## config.mk

```make
export PLATFORM = sky130hd
export DESIGN_NAME = task_event_flag_unit
export DESIGN_NICKNAME = d
export VERILOG_FILES = /design/src/design/tefu_pkg.sv /design/src/design/tefu_eval.sv /design/src/design/task_event_flag_unit.sv
export SDC_FILE = /design/constraint.sdc
export NUM_CORES = 2
export LEC_CHECK = 0
export BUFFER_PORTS_ARGS = -buffer_cell sky130_fd_sc_hd__buf_2
export CAP_MARGIN = 15
export CORE_MARGIN = 2
export CORE_UTILIZATION = 50
export CTS_BUF_LIST = sky130_fd_sc_hd__clkbuf_4
export CTS_CLUSTER_DIAMETER = 80
export DETAILED_ROUTE_END_ITERATION = 6
export PLACE_DENSITY_LB_ADDON = 0.05
export SLEW_MARGIN = 20
export SYNTH_ARGS = -nofsm -noshare
export SYNTH_HDL_FRONTEND = slang
export SYNTH_HIERARCHICAL = 1
export SYNTH_SLANG_ARGS = --single-unit
```

## constraint.sdc

```tcl
create_clock -name clock -period 6.4 [get_ports clock]
set_input_delay 0.64 -clock clock [delete_from_list [all_inputs] [get_ports clock]]
set_output_delay 0.64 -clock clock [all_outputs]
set_load 0.02 [all_outputs]
```

## src/design/tefu_pkg.sv

```systemverilog
// ----------------------------------------------------------------------------
// tefu_pkg
// Shared types and constants for the task event flag unit: request and
// status codes, per-task wait flags and the response flag group.
// ----------------------------------------------------------------------------
package tefu_pkg;

   // Default sizing of the flag store
   localparam int TEFU_TASK_COUNT  = 32;
   localparam int TEFU_EVENT_WIDTH = 32;

   // Fixed port widths
   localparam int TEFU_TASK_ID_W = 5;
   localparam int TEFU_MASK_W    = 32;

   // Request codes
   typedef enum logic [1:0] {
      REQ_SEND    = 2'd0,
      REQ_RECEIVE = 2'd1,
      REQ_CANCEL  = 2'd2,
      REQ_UNKNOWN = 2'd3
   } tefu_req_type;

   // Response status codes
   typedef enum logic [2:0] {
      ST_OK        = 3'd0,
      ST_NO_EVENTS = 3'd1,
      ST_WAITING   = 3'd2,
      ST_BAD_TASK  = 3'd3,
      ST_BAD_MASK  = 3'd4,
      ST_TIMEOUT   = 3'd5
   } tefu_status_type;

   // Per-task wait flags
   typedef struct packed {
      logic waiting;
      logic all_mode;
   } tefu_wait_type;

   // Response flag group
   typedef struct packed {
      tefu_status_type status;
      logic            woken;
   } tefu_rsp_type;

endpackage

```

## src/design/tefu_eval.sv

```systemverilog
// ----------------------------------------------------------------------------
// tefu_eval
// Combinational evaluation of one request against one task's entry: gives
// the entry's next value, the delivered bits and the response flags.
// ----------------------------------------------------------------------------
module tefu_eval #(
   parameter int EW = 32
) (
   input  tefu_pkg::tefu_req_type  req_type,
   input  logic                    task_ok,
   input  logic [EW-1:0]           mask,
   input  logic                    wait_any,
   input  logic                    no_wait,
   input  logic [EW-1:0]           pend,
   input  logic [EW-1:0]           wbits,
   input  tefu_pkg::tefu_wait_type wflags,
   output logic [EW-1:0]           pend_next,
   output logic [EW-1:0]           wbits_next,
   output tefu_pkg::tefu_wait_type wflags_next,
   output logic [EW-1:0]           got,
   output tefu_pkg::tefu_rsp_type  rsp
);
   import tefu_pkg::*;

   logic [EW-1:0] pend_or;
   logic [EW-1:0] send_match;
   logic [EW-1:0] recv_match;
   logic          hit_send;
   logic          hit_recv;
   logic          mask_zero;

   // any: some wanted bit present; all: every wanted bit present
   function automatic logic cond_met(input logic [EW-1:0] match,
                                     input logic [EW-1:0] want,
                                     input logic          all);
      cond_met = all ? (match == want) : (|match);
   endfunction

   // Condition terms
   assign pend_or    = pend | mask;
   assign send_match = pend_or & wbits;
   assign recv_match = pend & mask;
   assign hit_send   = wflags.waiting && cond_met(send_match, wbits, wflags.all_mode);
   assign hit_recv   = cond_met(recv_match, mask, !wait_any);
   assign mask_zero  = (mask == '0);

   // Request decode
   always_comb begin
      pend_next   = pend;
      wbits_next  = wbits;
      wflags_next = wflags;
      got         = '0;
      rsp.status  = ST_OK;
      rsp.woken   = 1'b0;
      if (!task_ok) begin
         rsp.status = ST_BAD_TASK;
      end else begin
         unique case (req_type)
            REQ_SEND: begin
               if (mask_zero) begin
                  rsp.status = ST_BAD_MASK;
               end else begin
                  pend_next = pend_or;
                  if (hit_send) begin
                     got         = send_match;
                     pend_next   = pend_or & ~send_match;
                     wbits_next  = '0;
                     wflags_next = '0;
                     rsp.woken   = 1'b1;
                  end
               end
            end
            REQ_RECEIVE: begin
               if (mask_zero) begin
                  rsp.status = ST_BAD_MASK;
               end else begin
                  // a new receive always ends an earlier wait
                  wbits_next  = '0;
                  wflags_next = '0;
                  if (hit_recv) begin
                     got       = recv_match;
                     pend_next = pend & ~recv_match;
                  end else if (no_wait) begin
                     rsp.status = ST_NO_EVENTS;
                  end else begin
                     wbits_next           = mask;
                     wflags_next.waiting  = 1'b1;
                     wflags_next.all_mode = !wait_any;
                     rsp.status           = ST_WAITING;
                  end
               end
            end
            REQ_CANCEL: begin
               if (wflags.waiting) begin
                  wbits_next  = '0;
                  wflags_next = '0;
                  rsp.status  = ST_TIMEOUT;
               end
            end
            REQ_UNKNOWN: begin
               rsp.status = ST_OK;
            end
         endcase
      end
   end

endmodule

```

## src/design/task_event_flag_unit.sv

```systemverilog
// ----------------------------------------------------------------------------
// task_event_flag_unit
// Per-task event flags with any/all waits: send, receive and wait cancel.
//
//  Channel   Handshake          Ports
//  --------  -----------------  ----------------------------------------------
//  request   start / busy       req_type, req_task_id, req_event_mask,
//                                req_wait_any, req_no_wait
//  response  rsp_strobe (1 cyc) rsp_status, rsp_received_bits, rsp_task_woken
//
//  One request per cycle while busy is low; the response strobe follows the
//  input register, one pass through the entry logic and the response register.
//  The state of a task is read and rewritten in the same cycle, so a request
//  sees every earlier one without forwarding.
//  Synchronous reset clears all flags at once; busy is high during reset and
//  for the cycle after it, and low otherwise.
//  The receiver cannot stall: each response is valid for exactly one cycle.
// ----------------------------------------------------------------------------
module task_event_flag_unit #(
   parameter int TASK_COUNT  = tefu_pkg::TEFU_TASK_COUNT,
   parameter int EVENT_WIDTH = tefu_pkg::TEFU_EVENT_WIDTH
) (
   input  logic                               clock,
   input  logic                               reset,
   input  logic                               start,
   output logic                               busy,
   input  logic [1:0]                         req_type,
   input  logic [tefu_pkg::TEFU_TASK_ID_W-1:0] req_task_id,
   input  logic [tefu_pkg::TEFU_MASK_W-1:0]   req_event_mask,
   input  logic                               req_wait_any,
   input  logic                               req_no_wait,
   output logic                               rsp_strobe,
   output logic [2:0]                         rsp_status,
   output logic [tefu_pkg::TEFU_MASK_W-1:0]   rsp_received_bits,
   output logic                               rsp_task_woken
);
   import tefu_pkg::*;

   // Only tasks reachable through the id port and bits through the mask port
   localparam int TD = (TASK_COUNT < (1 << TEFU_TASK_ID_W)) ? TASK_COUNT
                                                             : (1 << TEFU_TASK_ID_W);
   localparam int IW = (TD > 1) ? $clog2(TD) : 1;
   localparam int EW = (EVENT_WIDTH < TEFU_MASK_W) ? EVENT_WIDTH : TEFU_MASK_W;

   // Flag store
   logic [EW-1:0] pend_ff   [TD];
   logic [EW-1:0] wbits_ff  [TD];
   tefu_wait_type wflags_ff [TD];

   // Input register
   logic          busy_ff;
   logic          req_vld_ff;
   tefu_req_type  req_type_ff;
   logic          task_ok_ff;
   logic [IW-1:0] idx_ff;
   logic [EW-1:0] mask_ff;
   logic          any_ff;
   logic          nowait_ff;

   // Response register
   logic                   rsp_strobe_ff;
   tefu_rsp_type           rsp_flags_ff;
   logic [TEFU_MASK_W-1:0] rsp_bits_ff;

   logic          accept_in;
   logic          task_ok_in;
   logic          entry_we;
   logic [EW-1:0] pend_rd;
   logic [EW-1:0] wbits_rd;
   tefu_wait_type wflags_rd;
   logic [EW-1:0] pend_in;
   logic [EW-1:0] wbits_in;
   tefu_wait_type wflags_in;
   logic [EW-1:0] got_in;
   tefu_rsp_type  rsp_flags_in;

   assign accept_in  = start && !busy_ff;
   assign task_ok_in = (9'(req_task_id) < 9'(TASK_COUNT));
   assign busy       = busy_ff;

   // Control registers
   always_ff @(posedge clock) begin
      if (reset) begin
         busy_ff       <= 1'b1;
         req_vld_ff    <= 1'b0;
         rsp_strobe_ff <= 1'b0;
      end else begin
         busy_ff       <= 1'b0;
         req_vld_ff    <= accept_in;
         rsp_strobe_ff <= req_vld_ff;
      end
   end

   // Request payload capture
   always_ff @(posedge clock) begin
      if (accept_in) begin
         req_type_ff <= tefu_req_type'(req_type);
         task_ok_ff  <= task_ok_in;
         idx_ff      <= req_task_id[IW-1:0];
         mask_ff     <= req_event_mask[EW-1:0];
         any_ff      <= req_wait_any;
         nowait_ff   <= req_no_wait;
      end
   end

   // Entry read; a bad task id never writes and its read is masked in eval
   assign pend_rd   = pend_ff[idx_ff];
   assign wbits_rd  = wbits_ff[idx_ff];
   assign wflags_rd = wflags_ff[idx_ff];

   tefu_eval #(
      .EW (EW)
   ) u_eval (
      .req_type    (req_type_ff),
      .task_ok     (task_ok_ff),
      .mask        (mask_ff),
      .wait_any    (any_ff),
      .no_wait     (nowait_ff),
      .pend        (pend_rd),
      .wbits       (wbits_rd),
      .wflags      (wflags_rd),
      .pend_next   (pend_in),
      .wbits_next  (wbits_in),
      .wflags_next (wflags_in),
      .got         (got_in),
      .rsp         (rsp_flags_in)
   );

   assign entry_we = req_vld_ff && task_ok_ff;

   // Flag store update
   always_ff @(posedge clock) begin
      if (reset) begin
         for (int i = 0; i < TD; i++) begin
            pend_ff[i]   <= '0;
            wbits_ff[i]  <= '0;
            wflags_ff[i] <= '0;
         end
      end else if (entry_we) begin
         pend_ff[idx_ff]   <= pend_in;
         wbits_ff[idx_ff]  <= wbits_in;
         wflags_ff[idx_ff] <= wflags_in;
      end
   end

   // Response payload
   always_ff @(posedge clock) begin
      if (req_vld_ff) begin
         rsp_flags_ff <= rsp_flags_in;
         rsp_bits_ff  <= TEFU_MASK_W'(got_in);
      end
   end

   assign rsp_strobe        = rsp_strobe_ff;
   assign rsp_status        = rsp_flags_ff.status;
   assign rsp_received_bits = rsp_bits_ff;
   assign rsp_task_woken    = rsp_flags_ff.woken;

   // Checks
   a_rsp_follows_req: assert property (@(posedge clock) disable iff (reset)
      rsp_strobe |-> $past(req_vld_ff))
      else $error("response without a request in flight");

   a_woken_delivers: assert property (@(posedge clock) disable iff (reset)
      rsp_strobe && rsp_task_woken |-> rsp_status == ST_OK && rsp_received_bits != '0)
      else $error("wake without delivered bits");

   a_fail_no_bits: assert property (@(posedge clock) disable iff (reset)
      rsp_strobe && (rsp_status == ST_NO_EVENTS || rsp_status == ST_WAITING ||
                     rsp_status == ST_BAD_TASK || rsp_status == ST_BAD_MASK ||
                     rsp_status == ST_TIMEOUT)
      |-> rsp_received_bits == '0 && !rsp_task_woken)
      else $error("bits delivered on a non-delivering response");

   a_wait_has_bits: assert property (@(posedge clock) disable iff (reset)
      entry_we && wflags_in.waiting |-> wbits_in != '0)
      else $error("wait started with an empty wait mask");

endmodule
```

# Yosys cells after proc, flatten, opt, wreduce, memory -nomap -nowiden
# Memories as Yosys holds them, arrays and structs flattened. A register that Yosys moved wholly into a read port is not among the register bits.
# Index checks and enable logic that the tools add are counted.
[word_totals] reg_bits=80 ramBits=2112 in_bits=44 output_inout_bits=38 elab_cells=89 n_memories=3
[mem_list] name="pend_ff" depth=32 width=32 rd=1 rd_ports_with_merged_regs=1 write_ports=32 line_no="task_event_flag_unit.sv:46" text="logic [EW-1:0] pend_ff [TD];"
[mem_list] name="wbits_ff" depth=32 width=32 rd=1 rd_ports_with_merged_regs=1 write_ports=32 line_no="task_event_flag_unit.sv:47" text="logic [EW-1:0] wbits_ff [TD];"
[mem_list] name="wflags_ff" depth=32 width=2 rd=1 rd_ports_with_merged_regs=1 write_ports=32 line_no="task_event_flag_unit.sv:48" text="tefu_wait_type wflags_ff [TD];"
[op_classes] eq_ne=5 mux=50 n_bitwise=8 n_reduce_logical=12
[ops] cell="$mux 32" n=16
[ops] cell="$and 32x32->32" n=4
[ops] cell="$pmux 32 s2" n=2
[ops] cell="$reduce_or 32->1" n=4
[ops] cell="$pmux 32 s3" n=1
[ops] cell="$eq 32x32->1" n=2
[ops] cell="$not 32->32" n=2
[ops] cell="$logic_not 32->1" n=1
[ops] cell="$or 32x32->32" n=1
[ops] cell="$mux 5" n=6
[ops] cell="$mux 2" n=7
[ops] cell="$mux 1" n=12
[ops] cell="$mux 3" n=4
[ops] cell="$pmux 3 s4" n=1
[ops] cell="$pmux 2 s3" n=1
[ops] cell="$eq 2x2->1 const B" n=2
[ops] cell="$reduce_or 2->1" n=2
[ops] cell="$eq 2x1->1 const B" n=1
[ops] cell="$logic_and 1x1->1" n=2
[ops] cell="$logic_not 1->1" n=2
[ops] cell="$logic_not 2->1" n=1
[ops] cell="$not 1->1" n=1

# Logic depth before layout (Yosys ltp)
[logic_depth] word_depth=9 mapped_depth=19 mapped_depth_nobuf=12

# Modules after synthesis
# Netlist, hierarchy kept.
[by_module_without_submodules] mod="task_event_flag_unit" n_inst=1 cells_each=5878 area_per_inst_um2=97877.6 seq_area_each_um2=65893.2
[by_module_without_submodules] mod="tefu_eval" n_inst=1 cells_each=639 area_per_inst_um2=3560.9 seq_area_each_um2=0.0

# Least setup slack after synthesis
# OpenSTA, ideal clock, no wires.
[synth_path] kind="register to register" start="register (tool-made name)" end="memory wbits_ff[0][16], data pin" setup_ns=0.255 t_arrival_ns=4.280 t_required_ns=6.145 setup_slack_ns=1.865 stages_incl_launch_ff=17 path_buffers=5 period_less_slack_ns=4.535 cell_sequence="dfxtp_1 -> buf_2 -> buf_6 -> buf_2 -> mux4_2 -> mux4_2 -> mux2_2 -> nor3b_1 -> a2111oi_0 -> nand3_1 -> o41a_1 -> nor4_1 -> o21ai_1 -> clkbuf_1 -> o2bb2ai_1 -> clkbuf_1 -> and2_1"
[synth_lines] element="end: declaration" line_no="task_event_flag_unit.sv:47"

==> results.md <==
* Pwr per Cell Area at approximately 290 mW/mm²
* Worst slack after detailed placement at 0.328 ns
* Max-Slew Margin vs Limit at 0.206
* Worst hold path type: input pin to flop
* Fmax achieved at ~170 MHz
* Status: complete, but fails checks
* Sequential fraction of the synthesis area at 0.650
* Clock-pin slew of the registers on the worst-case setup and hold paths at roughly 0.070 ns
* First-pass detailed-route iteration total at 7
* Growth of design area from synthesis to finish at 13.3%
* Post-route worst setup slack at ~0.45 ns
* Met2 routed wirelength at 177,000 µm
* Placed wire-length estimate at approximately 200,000 µm
* Slowest stage delay, CP at 0.72 ns
* Count of cell types in the netlist at 58
* Total met3 wirelength after detailed routing at between 30,000 and 40,000 µm
* Unrepaired setup endpoints after global routing: no
* Number of core rows at 165
* Violations in the final reports: design-rule violations
* Post-route clock period utilization at 0.929
* Share of async-settable or async-resettable flops after synthesis at 0
* Clk buf depth at 4
* Number of vias in the routed layout at 64,300
* Clock buffers created by TritonCTS at approximately 610
* Final nets at approximately 7,000
* Fin. Hold Viols at 0
* Power, Total at 0.0334 W
* Number of instances in the synthesized netlist at around 6,500
* Master cell of the clock root buffer: clkbuf_4
* Total Neg Setup Slack at 0 ns
* Layout cells sized above 1 at 0.292
* Count of pins over their slew limit at 0
* Crit path cell chain: buf_12 > buf_4 > mux4_2 > mux2_2 > o22ai_1 > a221oi_1 > buf_4 > nor3b_1 > a2111oi_0 > nand3_1 > o41a_1 > nor4_1 > buf_4 > o21ai_4 > buf_12 > o2bb2ai_2 > buf_4 > and2_1
* Count of nets left with antenna violations after detail routing at 0
* Iter 0 DRT Violations at 10,900
* Number of synthesized register bits at approximately 2,200
* Final standard cell count with taps included and fillers excluded at roughly 10,000
* Wire length after detailed routing at between 300,000 and 400,000 µm
* Post-Route Skew at 0.104 ns
* Floorplan Core Area at between 0.2 and 0.25 mm²
* Clock Latency Late Sink at 1.47 ns
* Area of the die at between 0.2 and 0.25 mm²
* Overflow after GRT at 0
* Worst IR drop on VDD at 0.213 mV
* Critical path capture point type: flop
* Gp weighted congestion at a little under 1
* Starting density of the core at 0.502
* Highest-count cells in the layout ignoring fill and taps: edfxtp_1, and2_1, clkbuf_4, mux4_2, buf_4
* Data required time at the worst endpoint at 7.54 ns
* Routed length on met1 at ~140,000 µm
* Total setup violations reported at the end of the flow at 0
* Synthesized area per cell at around 16 µm²
* Number of buffer and inverter instances along the worst setup path at 6
* Ports at 82
* Synth Flop Type: edfxtp_1
* Height of the die at 454 µm
* CP max-delay cell: dfxtp_4
* Most common cell after layout, fill and taps aside: edfxtp_1
* CTS sink count at between 2,000 and 2,500
* Slew @ Worst Pin at between 1 and 1.5 ns
* Routed length per instance at 37.3 µm
* Wire length of the first global-routing pass at ~500,000 µm
* Arr. time, crit path at about 7.1 ns
* Max Cap Viol at 0
* Count of unresolved DRC violations after routing at 4
* # placed instances at between 8,000 and 9,000
* Synthesized net count at 6,561
* Most frequent cell on the critical path: buf_4
* Worst setup SP type: flop
* Top fanout value on the critical path at 32
* Vias in the first global route at between 60,000 and 70,000
* Post-synthesis cell area at approximately 0.10 mm²
* Width of the die at 454 µm
* Port bufs at just over 80
* Time the worst path needs with I/O delays and setup at 5.95 ns
* Top Metal Used: met5
* Pin count of the biggest net entering global routing at 69
* Number of flops mapped to enable cells by yosys at 2,189
* CTS H-Tree Depth at 6
* Per-cell via count in the routed design at ~6.4
* Synth Warn # at 6
* Lkg Pwr at ~42 nW
* Antenna violations before repair at 46
* Clock tree from TritonCTS: done
* Worst setup path category: flop to flop
* GR Util All Layers at 0.365
* Top Family by Delay on Critical Path: compound AO/OA/AOI/OAI gates
==> where the power goes <==
part           switching [W]  internal [W]
Clock                0.00603       0.00706
Combinational        0.00257       0.00128
Sequential          0.000204        0.0163
==> final timing paths <==
check                    from  depth (start not counted)                to  slack [ns]
setup / recovery         flop                         18  wbits_ff[13][25]        0.45
hold / removal    req_type[0]                          2    req_type_ff[0]        0.13
setup reg to reg         flop                         18  wbits_ff[13][25]        0.45
hold reg to reg     idx_ff[1]                          1              flop        0.60
==> synth_stat cells, types with 6 or more instances <==
master     number  area, µm²
a21o_1         32        240
a21oi_1        64        320
a221oi_1       32        280
a22o_1          6       52.6
a22oi_1        16        120
a31oi_1        32        200
a32oi_1        32        280
and2_1       2114      13200
buf_1          32        120
buf_2          74        370
buf_4          28        210
clkbuf_1      523       1960
clkbuf_2       17       85.1
dfxtp_1         8        160
edfxtp_1     2189      65700
inv_1          33        124
mux2_2         86        968
mux2i_1       102       1020
mux4_2        582      13100
nand2_1        69        259
nand3_1         9       45.0
nand3b_1        7       52.6
nand4_1        12       75.1
nor2_1        115        432
nor2b_1        18        113
nor3b_1         7       52.6
nor4_1         15       93.8
o21ai_0        76        380
o22ai_1        74        463
o2bb2ai_1      30        263
o32a_1         12        120
or2_2          33        206
==> state kept, by name (all words and copies together), names as in the netlist, 2 cells and up, named ones only <==
signal	count
idx_ff	5
mask_ff	32
pend_ff	1024
req_type_ff	2
rsp_received_bits	32
rsp_status	3
wbits_ff	1024
wflags_ff	64
==> layer usage <==
layer / GRT usage / vias up
met5: 0 / -
li1: - / 25500
met4: 0.167 / 2
met3: 0.0712 / 895
met2: 0.577 / 4525
met1: 0.491 / 33400
==> final cells by class <==
type / instances / area [µm²]
Antenna cell: 33 / 82.6
Clock buffer: 918 / 6890
Clock inverter: 108 / 801
Fill cell: 16100 / 87000
Inverter: 35 / 139
Multi-Input combinational cell: 3608 / 33300
Sequential cell: 2197 / 65900
Tap cell: 2672 / 3340
Timing Repair Buffer: 488 / 4450
==> cell families (layout without fill, tap and decap cells) <==
group / Yosys count / in the layout / synth area share
flip-flops: 2197 / 2197 / 0.650
other: 1 / 34 / 0.0000370
AND/OR/NAND/NOR: 2416 / 2416 / 0.145
multiplexers: 770 / 770 / 0.149
buffers and inverters: 712 / 1549 / 0.0287
AO/OA/AOI/OAI: 421 / 421 / 0.0281
==> through the flow <==
step	instance area (µm²)	utilization	hold slack, ns
2_1_floorplan	101000	-	0.533
3_3_place_gp	106000	0.526	0.584
3_5_place_dp	106000	0.526	0.582
4_1_cts	115000	0.569	0.00580
5_1_grt	115000	0.569	0.0197
6_report	115000	0.569	0.125
==> what timing repair did <==
action                                  CTS  global route
hold endpoints to repair                 90             0
endpoints found under the setup margin    0             6
gates resized for setup                   0             1
hold buffers                             83             0
setup buffers                             0             0
Power figures use the tool's default switching activity.
